<file path="config.mk">
export PLATFORM = sky130hd
export DESIGN_NAME = point_in_polygon_test_unit
export DESIGN_NICKNAME = d
export VERILOG_FILES = /design/src/rtl/core/pip_pkg.sv /design/src/rtl/core/pip_ctrl.sv /design/src/rtl/core/pip_dp.sv /design/src/rtl/core/point_in_polygon_test_unit.sv
export SDC_FILE = /design/constraint.sdc
export NUM_CORES = 2
export LEC_CHECK = 0
export BUFFER_PORTS_ARGS = -buffer_cell sky130_fd_sc_hd__buf_4
export CELL_PAD_IN_SITES_DETAIL_PLACEMENT = 1
export CELL_PAD_IN_SITES_GLOBAL_PLACEMENT = 1
export CORE_UTILIZATION = 49
export CTS_CLUSTER_SIZE = 12
export DETAILED_ROUTE_END_ITERATION = 6
export PLACE_DENSITY_LB_ADDON = 0.1
export SLEW_MARGIN = 25
export SYNTH_ARGS = -nofsm -noshare
export SYNTH_HDL_FRONTEND = slang
export SYNTH_SLANG_ARGS = --single-unit
</file>
<file path="constraint.sdc">
create_clock -name clk_i -period 11.75 [get_ports clk_i]
set_input_delay 0 -clock clk_i [delete_from_list [all_inputs] [get_ports clk_i]]
set_output_delay 0 -clock clk_i [all_outputs]
set_load 0.02 [all_outputs]
</file>
<file path="src/rtl/core/pip_pkg.sv">
package pip_pkg;

  localparam int COORD_W = 16;
  localparam int COUNT_W = 4;
  localparam int IDX_W   = 4;
  localparam int WIDE_W  = 8;

  localparam logic [COUNT_W-1:0] MIN_VERTICES = 4'd3;

  localparam logic OP_WRITE = 1'b0;
  localparam logic OP_TEST  = 1'b1;

  typedef struct packed {
    logic             wr_en;
    logic             load_pt;
    logic             clear;
    logic             rd_en;
    logic             rd_first;
    logic [IDX_W-1:0] rd_idx;
    logic             out_load;
  } cmd_t;

  typedef struct packed {
    logic out_busy;
  } status_t;

endpackage

</file>
<file path="src/rtl/core/pip_ctrl.sv">
module pip_ctrl #(
  parameter int MAX_VERTICES = 12
) (
  input  logic                        clk_i,
  input  logic                        rst_ni,
  input  logic                        in_valid_i,
  output logic                        in_stall_o,
  input  logic                        op_i,
  input  logic [pip_pkg::IDX_W-1:0]   vertex_index_i,
  input  logic [pip_pkg::COUNT_W-1:0] count_i,
  input  pip_pkg::status_t            status_i,
  output pip_pkg::cmd_t               cmd_o
);
  import pip_pkg::*;

  localparam logic [1:0] ST_IDLE  = 2'd0;
  localparam logic [1:0] ST_SCAN  = 2'd1;
  localparam logic [1:0] ST_DRAIN = 2'd2;
  localparam logic [1:0] ST_DONE  = 2'd3;

  localparam logic [1:0] DRAIN_LAST = 2'd2;

  logic [1:0]         state_q, state_d;
  logic [IDX_W-1:0]   step_q, step_d;
  logic [1:0]         drain_q, drain_d;
  logic               accept;
  logic               count_ok;
  logic               idx_ok;

  assign accept   = in_valid_i && (state_q == ST_IDLE);
  assign count_ok = (count_i >= MIN_VERTICES) &&
                    ({{(WIDE_W-COUNT_W){1'b0}}, count_i} <= WIDE_W'(MAX_VERTICES));
  assign idx_ok   = {{(WIDE_W-IDX_W){1'b0}}, vertex_index_i} < WIDE_W'(MAX_VERTICES);

  assign in_stall_o = (state_q != ST_IDLE);

  always_comb begin
    state_d = state_q;
    step_d  = step_q;
    drain_d = drain_q;
    cmd_o   = '0;
    unique case (state_q)
      ST_IDLE: begin
        cmd_o.wr_en = accept && (op_i == OP_WRITE) && idx_ok;
        if (accept && (op_i == OP_TEST)) begin
          cmd_o.load_pt = 1'b1;
          cmd_o.clear   = 1'b1;
          step_d        = '0;
          state_d       = count_ok ? ST_SCAN : ST_DONE;
        end
      end
      ST_SCAN: begin
        cmd_o.rd_en    = 1'b1;
        cmd_o.rd_first = (step_q == '0);
        // first read fetches the closing vertex
        cmd_o.rd_idx   = (step_q == '0) ? count_i - 1'b1 : step_q - 1'b1;
        if (step_q == count_i) begin
          drain_d = '0;
          state_d = ST_DRAIN;
        end else begin
          step_d = step_q + 1'b1;
        end
      end
      ST_DRAIN: begin
        drain_d = drain_q + 1'b1;
        if (drain_q == DRAIN_LAST) begin
          state_d = ST_DONE;
        end
      end
      ST_DONE: begin
        if (!status_i.out_busy) begin
          cmd_o.out_load = 1'b1;
          state_d        = ST_IDLE;
        end
      end
      default: state_d = ST_IDLE;
    endcase
  end

  always_ff @(posedge clk_i or negedge rst_ni) begin
    if (!rst_ni) begin
      state_q <= ST_IDLE;
      step_q  <= '0;
      drain_q <= '0;
    end else begin
      state_q <= state_d;
      step_q  <= step_d;
      drain_q <= drain_d;
    end
  end

endmodule

</file>
<file path="src/rtl/core/pip_dp.sv">
module pip_dp #(
  parameter int MAX_VERTICES = 12
) (
  input  logic                               clk_i,
  input  logic                               rst_ni,
  input  pip_pkg::cmd_t                      cmd_i,
  output pip_pkg::status_t                   status_o,
  input  logic [pip_pkg::IDX_W-1:0]          vertex_index_i,
  input  logic signed [pip_pkg::COORD_W-1:0] coord_x_i,
  input  logic signed [pip_pkg::COORD_W-1:0] coord_y_i,
  output logic                               out_valid_o,
  input  logic                               out_stall_i,
  output logic                               inside_res_o
);
  import pip_pkg::*;

  localparam int AW    = $clog2(MAX_VERTICES);
  localparam int DIF_W = COORD_W + 1;
  localparam int PRD_W = 2 * DIF_W;

  logic signed [COORD_W-1:0] mem_x [MAX_VERTICES];
  logic signed [COORD_W-1:0] mem_y [MAX_VERTICES];

  logic [WIDE_W-1:0] waddr_wide, raddr_wide;
  logic [AW-1:0]     waddr, raddr;

  logic signed [COORD_W-1:0] px_q, py_q;
  logic signed [COORD_W-1:0] cur_x_q, cur_y_q, prev_x_q, prev_y_q;
  logic                      v1_q, f1_q, v2_q, v3_q;
  logic signed [DIF_W-1:0]   pyd_q, xd_q, pxd_q, dy_q;
  logic                      dypos2_q, dypos3_q;
  logic signed [PRD_W-1:0]   lhs_q, rhs_q;
  logic                      parity_q;
  logic                      out_valid_q, inside_q;

  logic straddle, xcond, hit, left;

  assign waddr_wide = {{(WIDE_W-IDX_W){1'b0}}, vertex_index_i};
  assign raddr_wide = {{(WIDE_W-IDX_W){1'b0}}, cmd_i.rd_idx};
  assign waddr      = waddr_wide[AW-1:0];
  assign raddr      = raddr_wide[AW-1:0];

  always_ff @(posedge clk_i) begin
    if (cmd_i.wr_en) begin
      mem_x[waddr] <= coord_x_i;
      mem_y[waddr] <= coord_y_i;
    end
    if (cmd_i.rd_en) begin
      cur_x_q <= mem_x[raddr];
      cur_y_q <= mem_y[raddr];
    end
  end

  // cur = vertex i, prev = vertex j
  assign straddle = ((cur_y_q < py_q) && (prev_y_q >= py_q)) ||
                    ((prev_y_q < py_q) && (cur_y_q >= py_q));
  assign xcond    = (cur_x_q <= px_q) || (prev_x_q <= px_q);
  assign hit      = v1_q && !f1_q && straddle && xcond;
  assign left     = dypos3_q ? (lhs_q < rhs_q) : (lhs_q > rhs_q);

  always_ff @(posedge clk_i) begin
    if (cmd_i.load_pt) begin
      px_q <= coord_x_i;
      py_q <= coord_y_i;
    end
    if (v1_q) begin
      prev_x_q <= cur_x_q;
      prev_y_q <= cur_y_q;
    end
    pyd_q    <= DIF_W'(py_q) - DIF_W'(cur_y_q);
    xd_q     <= DIF_W'(prev_x_q) - DIF_W'(cur_x_q);
    pxd_q    <= DIF_W'(px_q) - DIF_W'(cur_x_q);
    dy_q     <= DIF_W'(prev_y_q) - DIF_W'(cur_y_q);
    dypos2_q <= prev_y_q > cur_y_q;
    lhs_q    <= pyd_q * xd_q;
    rhs_q    <= pxd_q * dy_q;
    dypos3_q <= dypos2_q;
    if (cmd_i.out_load) begin
      inside_q <= parity_q;
    end
  end

  always_ff @(posedge clk_i or negedge rst_ni) begin
    if (!rst_ni) begin
      v1_q        <= 1'b0;
      f1_q        <= 1'b0;
      v2_q        <= 1'b0;
      v3_q        <= 1'b0;
      parity_q    <= 1'b0;
      out_valid_q <= 1'b0;
    end else begin
      v1_q <= cmd_i.rd_en;
      f1_q <= cmd_i.rd_first;
      v2_q <= hit;
      v3_q <= v2_q;
      if (cmd_i.clear) begin
        parity_q <= 1'b0;
      end else if (v3_q && left) begin
        parity_q <= !parity_q;
      end
      if (cmd_i.out_load) begin
        out_valid_q <= 1'b1;
      end else if (!out_stall_i) begin
        out_valid_q <= 1'b0;
      end
    end
  end

  assign status_o.out_busy = out_valid_q && out_stall_i;
  assign out_valid_o       = out_valid_q;
  assign inside_res_o      = inside_q;

endmodule

</file>
<file path="src/rtl/core/point_in_polygon_test_unit.sv">
// Vertex write: the block takes the next transfer right after.
// Point test: result valid once the scan and drain finish and the output is free; next
//   transfer taken as the result shows; one vertex read per cycle, 3-stage edge pipeline.
// Test with fewer than 3 (or too many) vertices: scan skipped, result reports outside.
// Reset (async, active low) clears control and vertex_count; table is not cleared.
module point_in_polygon_test_unit #(
  parameter int MAX_VERTICES = 12
) (
  input  logic                               clk_i,
  input  logic                               rst_ni,
  input  logic                               cfg_wr_en_i,
  input  logic [pip_pkg::COUNT_W-1:0]        cfg_wr_data_i,
  input  logic                               in_valid_i,
  output logic                               in_stall_o,
  input  logic                               op_i,
  input  logic [pip_pkg::IDX_W-1:0]          vertex_index_i,
  input  logic signed [pip_pkg::COORD_W-1:0] coord_x_i,
  input  logic signed [pip_pkg::COORD_W-1:0] coord_y_i,
  output logic                               out_valid_o,
  input  logic                               out_stall_i,
  output logic                               inside_res_o
);
  import pip_pkg::*;

  logic [COUNT_W-1:0] count_q;
  cmd_t               cmd;
  status_t            status;

  always_ff @(posedge clk_i or negedge rst_ni) begin
    if (!rst_ni) begin
      count_q <= '0;
    end else if (cfg_wr_en_i) begin
      count_q <= cfg_wr_data_i;
    end
  end

  pip_ctrl #(
    .MAX_VERTICES(MAX_VERTICES)
  ) u_ctrl (
    .clk_i         (clk_i),
    .rst_ni        (rst_ni),
    .in_valid_i    (in_valid_i),
    .in_stall_o    (in_stall_o),
    .op_i          (op_i),
    .vertex_index_i(vertex_index_i),
    .count_i       (count_q),
    .status_i      (status),
    .cmd_o         (cmd)
  );

  pip_dp #(
    .MAX_VERTICES(MAX_VERTICES)
  ) u_dp (
    .clk_i         (clk_i),
    .rst_ni        (rst_ni),
    .cmd_i         (cmd),
    .status_o      (status),
    .vertex_index_i(vertex_index_i),
    .coord_x_i     (coord_x_i),
    .coord_y_i     (coord_y_i),
    .out_valid_o   (out_valid_o),
    .out_stall_i   (out_stall_i),
    .inside_res_o  (inside_res_o)
  );

`ifndef SYNTHESIS
  a_degenerate_outside: assert property (@(posedge clk_i) disable iff (!rst_ni)
    out_valid_o && ((count_q < MIN_VERTICES) ||
                    ({{(WIDE_W-COUNT_W){1'b0}}, count_q} > WIDE_W'(MAX_VERTICES)))
    |-> !inside_res_o)
    else $error("inside reported for a degenerate polygon");

  a_test_occupies: assert property (@(posedge clk_i) disable iff (!rst_ni)
    in_valid_i && !in_stall_o && (op_i == OP_TEST) |=> in_stall_o)
    else $error("test transfer did not start a scan");

  a_result_after_scan: assert property (@(posedge clk_i) disable iff (!rst_ni)
    $rose(out_valid_o) |-> $past(in_stall_o))
    else $error("result appeared without a scan");
`endif

endmodule
</file>
# Word-level counts from Yosys, hierarchy flattened

Memory sizes are Yosys's and may differ from the RTL's. A register that Yosys moved wholly into a read port is not among the register bits.
Index checks and enable logic that the tools add are counted.

Register bits: 221
RAM bits: 384
Input bits: 46
Output and inout bits: 3
Logic and storage cells: 108
Memories kept: 2

Add/subtract/negate cells: 8
$mul: 2
Magnitude comparators: 12
Equal/unequal tests: 11
Muxes and demuxes: 24
Bitwise gates (word level): 1
Reductions and logical operators: 25

Memories:

| memory     | depth | width | rd ports | clocked after Yosys merged registers in | write ports | line         | text |
|---|---|---|---|---|---|---|---|
| u_dp.mem_x | 12    | 16    | 1        | 1                                       | 1           | pip_dp.sv:21 | `logic signed [COORD_W-1:0] mem_x [MAX_VERTICES];` |
| u_dp.mem_y | 12    | 16    | 1        | 1                                       | 1           | pip_dp.sv:22 | `logic signed [COORD_W-1:0] mem_y [MAX_VERTICES];` |

Operators with widths:

| operator                                                                             | number |
|---|---|
| 17-bit by 17-bit multiplier with 34-bit output                                       | 2 |
| 16-bit by 16-bit subtractor with 17-bit output                                       | 4 |
| 34-bit greater-than comparator                                                       | 1 |
| 34-bit < comparator                                                                  | 1 |
| 16-bit greater-or-equal comparator                                                   | 2 |
| 16-bit less-or-equal comparator                                                      | 2 |
| 16-bit < comparator                                                                  | 2 |
| 16-bit greater-than comparator                                                       | 1 |
| 2-bit 2-to-1 mux                                                                     | 7 |
| 1-bit logical AND                                                                    | 12 |
| 4-bit 2-to-1 mux                                                                     | 3 |
| 1-bit 2-to-1 mux                                                                     | 9 |
| 2-bit one-hot mux with 4 select lines                                                | 1 |
| 4-bit one-hot mux with 2 select lines                                                | 1 |
| 2-bit nonzero test                                                                   | 4 |
| 4-bit by 1-bit subtractor with 4-bit output (second input constant)                  | 2 |
| 2-bit equality test (second input constant)                                          | 3 |
| 6-bit 2-to-1 mux                                                                     | 1 |
| 2-bit by 1-bit != test with 1-bit output (second input constant)                     | 3 |
| 2-bit != test (second input constant)                                                | 3 |
| 4-bit by 1-bit adder with 4-bit output (second input constant)                       | 1 |
| 4-bit equality test                                                                  | 1 |
| 4-bit by 2-bit greater-or-equal comparator with 1-bit output (second input constant) | 1 |
| 4-bit less-or-equal comparator (second input constant)                               | 1 |
| other kinds (13)                                                                     | 15 |

# Depth between registers and ports, before layout

Depth in word-level cells: 7
Depth in mapped cells: 24
Depth with buffers taken out: 23

# By module

A second synthesis with hierarchy kept.

Cells, all modules: 4083
Area, all modules: 48098.6 um^2

By module, submodules not included:

| module                     | instances | cells each | area each (um^2) | sequential area each (um^2) |
|---|---|---|---|---|
| pip_dp                     | 1         | 3987       | 47170.2          | 17356.6 |
| pip_ctrl                   | 1         | 88         | 783.3            | 200.2 |
| point_in_polygon_test_unit | 1         | 8          | 145.1            | 100.1 |

# Worst setup path after synthesis

OpenSTA, ideal clock, no wires.

Path type: register to register
Start: register u_dp.dy_q[8]
End: register u_dp.rhs_q[32]
Library setup time: 0.072 ns
Arrival time: 6.063 ns
Data required time: 11.678 ns
Setup slack: 5.614 ns
Stages on the path, launching flop included: 25
Path buffers: 2
Period minus slack after synthesis: 6.136 ns
Cells stage by stage: dfxtp_1 clkbuf_1 clkbuf_1 nand2_1 fa_1 inv_1 fa_1 inv_1 fa_1 inv_1 fa_1 fa_1 inv_1 fa_1 inv_1 ha_1 o21a_1 o21ai_1 a21oi_1 and3_1 a221oi_1 o211ai_1 a31o_1 a21oi_1 xnor2_1

Longest elaborated chain between the ends: 1

RTL lines:

| element                                        | line         | text |
|---|---|---|
| from (decl)                                    | pip_dp.sv:30 | `logic signed [DIF_W-1:0] pyd_q, xd_q, pxd_q, dy_q;` |
| from (signal assigned)                         | pip_dp.sv:73 | `dy_q <= DIF_W'(prev_y_q) - DIF_W'(cur_y_q);` |
| 17-bit by 17-bit multiplier with 34-bit output | pip_dp.sv:76 | `rhs_q <= pxd_q * dy_q;` |
| to (signal assigned)                           | pip_dp.sv:76 |  |
| to (decl)                                      | pip_dp.sv:32 | `logic signed [PRD_W-1:0] lhs_q, rhs_q;` |

Every way passes these cells.
A chain may end at the register's enable or synchronous reset.

# Worst setup path after layout

Start: register u_dp.pxd_q[10]
End: register u_dp.rhs_q[33]

Longest elaborated chain between the ends: 1

RTL lines:

| element                                        | line         | text |
|---|---|---|
| from (decl)                                    | pip_dp.sv:30 |  |
| from (signal assigned)                         | pip_dp.sv:72 | `pxd_q <= DIF_W'(px_q) - DIF_W'(cur_x_q);` |
| 17-bit by 17-bit multiplier with 34-bit output | pip_dp.sv:76 |  |

Every way passes these cells.

==> results.toml <==
[sta]
drv_slew = 0
rsz0062_at_grt = "false"
final_hold_viol_count = 0
finalSetupTns_ns = 0
finalWorstSetupSlack_ns = 4.94
max_freq_ghz = 0.147
timing.final.crit_period_ns = 6.81
worst_pin_slew_ns = 1.04
finalClockSkew_ns = 0.0725
setup_viol = 0
max_slew_margin_pct = 30.5
post-route-period-util_pct = 57.9

[drt]
drc = 0
drt_wl_total_um = 128000
vias = 32000
ant_nets = 0
via_per_inst = 5.49
drt-initial-drc-count = 1715
drtPass1Iterations = 5
wire_per_inst_um = 21.9

[logic_synthesis]
synth_area_um2 = 47900
synth-edff-count = 481
ys_seq_area_share_pct = 36.8
netlist.area_leader.share_pct = 30.1
syn_nets = 5403
yosysTopAreaCell = "edfxtp_1"
ys_async_sr_fraction_pct = 2.83
avgSynthCellArea_um2 = 10.8
synth_area_leaders = "edfxtp_1, fa_1, ha_1, inv_1, dfxtp_1"
yosysMostFrequentCell = "inv_1"
postSynthCellCount = 4450
ys_types = 65
yosys_warnings = 0
ys_ff_latch = 637
synthFlopType = "edfxtp_1"
ys_top_cells_by_count = "inv_1, fa_1, nand2_1, edfxtp_1, ha_1"

[grt]
track_usage_pct = 26.5
grt_pass1_wl_um = 202000
overflow = 0
grt_max_degree = 89
grt_pass1_vias = 35900
antenna_found_initial = 1

[run]
maxCapViolations = 0

[die]
initial_core_util_pct = 49.5
core.rowCount = 114
core-area_um2 = 96900
die_h_um = 315
dieArea_um2 = 99100
io_pins = 49
die_w_um = 315

[critical_path]
startpoint_type = "flop"
arrival_ns = 7.30
cp-end-kind = "flop"
regToRegEndpoint = "u_dp.rhs_q[33]$_DFF_P_"
r2r_start = "u_dp.pxd_q[10]$_DFF_P_"
cp_max_fo = 17
crit_path_frequent_cell = "fa_1"
rr_worst_depth = 19
crit_chain = "nand2_1 > fa_1 > fa_1 > fa_1 > fa_1 > inv_1 > fa_1 > inv_1 > fa_1 > inv_1 > ha_1 > nand3_1 > o32ai_1 > o41a_1 > and2_4 > a2111oi_4 > o41ai_1 > a211oi_2 > xnor2_1"
cp.required_ns = 12.24
slowest_delay_ns = 0.76
crit_slowest_cell = "dfxtp_1"
crit_end = "u_dp.rhs_q[33]$_DFF_P_"
path_class = "flop to flop"
crit_start = "u_dp.pxd_q[10]$_DFF_P_"
timing.reg2reg.setup_slack_ns = 4.94

[final_layout]
drive_gt1_share_pct = 4.75
final_area_um2 = 52500
fillCellCount = 10200
area_growth_pct = 9.45
nNetsFinal = 5448

[worst_hold_path]
hp-start = "vertex_index_i[1]"
hp-class = "primary input to flop"

[place]
hpwlAfterDp_um = 93400
gp_congestion = 0.865
place_area_um2 = 49700
numPortBuffers = 48
pre_cts_slack_ns = 4.99

[cts]
cts-root-buf = "clkbuf_16"
path_clk_slew_ns = 0.06
cts_repair_resize_count = 0
htree_levels = 3
cts_max_path_buffers = 3
cts_made_buffers = 72
cts.sinks = 637
clock_latency_ns = 0.67
cts_tree = "done"

[run_status]
status = "completed"
## layout make-up
cell class	instances	area, µm²	area share (%)
well taps	1276	1600	3.04
inverters	771	2890	5.52
repair buffers	125	1050	2.00
clock buffers	94	1940	3.69
multi-input cells	2888	26900	51.3
clock inverters	32	390	0.744
diodes	4	10.0	0.0191
flip-flops and latches	637	17700	33.7
## how the worst min path moves through the flow
stage,end,depth (start not counted)
final,u_dp.mem_x[5][11]$_DFFE_PP_,3
after detailed placement,count_q[0]$_DFFE_PN0P_,1
after floorplan,count_q[0]$_DFFE_PN0P_,0
after global routing,u_dp.mem_x[5][11]$_DFFE_PP_,3
after CTS,u_dp.mem_x[5][11]$_DFFE_PP_,3
after global placement,count_q[0]$_DFFE_PN0P_,1
## cell usage in the layout, fill, tap and decap left out, types with 7 or more instances in the layout
master	n
dlygate4sd3_1	45
o21ai_0	57
o211ai_1	11
and2_1	302
nor3_1	28
xnor2_1	98
a311oi_1	33
nor2_1	148
a21o_1	44
dfrtp_1	18
clkinv_2	9
nand3_1	94
nand2b_1	24
nand2_1	576
or3_1	9
o21ai_1	10
clkbuf_16	74
dfxtp_1	138
nand4_1	22
buf_4	79
nor2b_1	30
nor2_4	7
a211oi_1	47
and3_1	46
edfxtp_1	481
o21bai_1	7
o22ai_1	35
clkinv_1	8
xor2_1	19
a21oi_1	120
o21a_1	24
inv_1	771
a31oi_1	77
a211o_1	11
clkbuf_1	19
ha_1	310
fa_1	596
## what timing repair did
item / CTS / global route
hold endpoints to repair: 470 / 18
setup buffers: 0 / 0
hold buffers: 45 / 1
## flip-flops by register name (all words and copies together) (netlist names), 2 cells and up
signal and flops:
u_dp.mem_x 192, u_dp.mem_y 192, u_dp.lhs_q 34, u_dp.rhs_q 34, u_dp.dy_q 17, u_dp.pxd_q 17, u_dp.pyd_q 17, u_dp.xd_q 17
u_dp.cur_x_q 16, u_dp.cur_y_q 16, u_dp.prev_x_q 16, u_dp.prev_y_q 16, u_dp.px_q 16, u_dp.py_q 16, count_q 4, u_ctrl.step_q 4
u_ctrl.drain_q 2, u_ctrl.state_q 2
## routing by layer
metal  wire [µm]  GRT usage, %
met5           0             0
met2       67600          48.9
met3        3470          2.62
met1       52700          32.7
met4        3790          8.09
## metrics by stage
| stage | utilization (%) | instances | hold slack [ns] |
|---|---|---|---|
| 6_report | 54.2 | 5827 | 0.0371 |
| 5_1_grt | 54.2 | 5824 | 0.0477 |
| 4_1_cts | 54.1 | 5822 | 0.0144 |
| 3_5_place_dp | 51.3 | 5651 | -0.0903 |
| 3_3_place_gp | 51.3 | 5651 | -0.0952 |
| 2_1_floorplan | - | 4450 | -0.296 |
## cell families (layout without fill, tap and decap cells)
logic type / Yosys count / count (layout) / synth area share (%)
AOI/OAI and AO/OA: 531 / 531 / 7.37
and+or+nand+nor: 1324 / 1324 / 13.2
xor gates and xnor gates: 118 / 118 / 2.16
muxes: 8 / 8 / 0.180
buffers and inverters: 925 / 1022 / 7.26
adders and majority gates: 907 / 907 / 33.0
DFF: 637 / 637 / 36.8
other: 0 / 4 / 0
## critical path: cells and delay by family, from the launching register on
family | cells | cell delay (ns)
buffers and inverters | 3 | 0.14
xor gates and xnor gates | 1 | 0.15
and+or+nand+nor | 3 | 0.49
DFF | 1 | 0.76
AOI/OAI and AO/OA | 5 | 1.64
adders and majority gates | 7 | 3.44
Power is left out: the tool's default activity adds up to more than one toggle a clock period on the data nets, which glitch-free logic cannot reach.
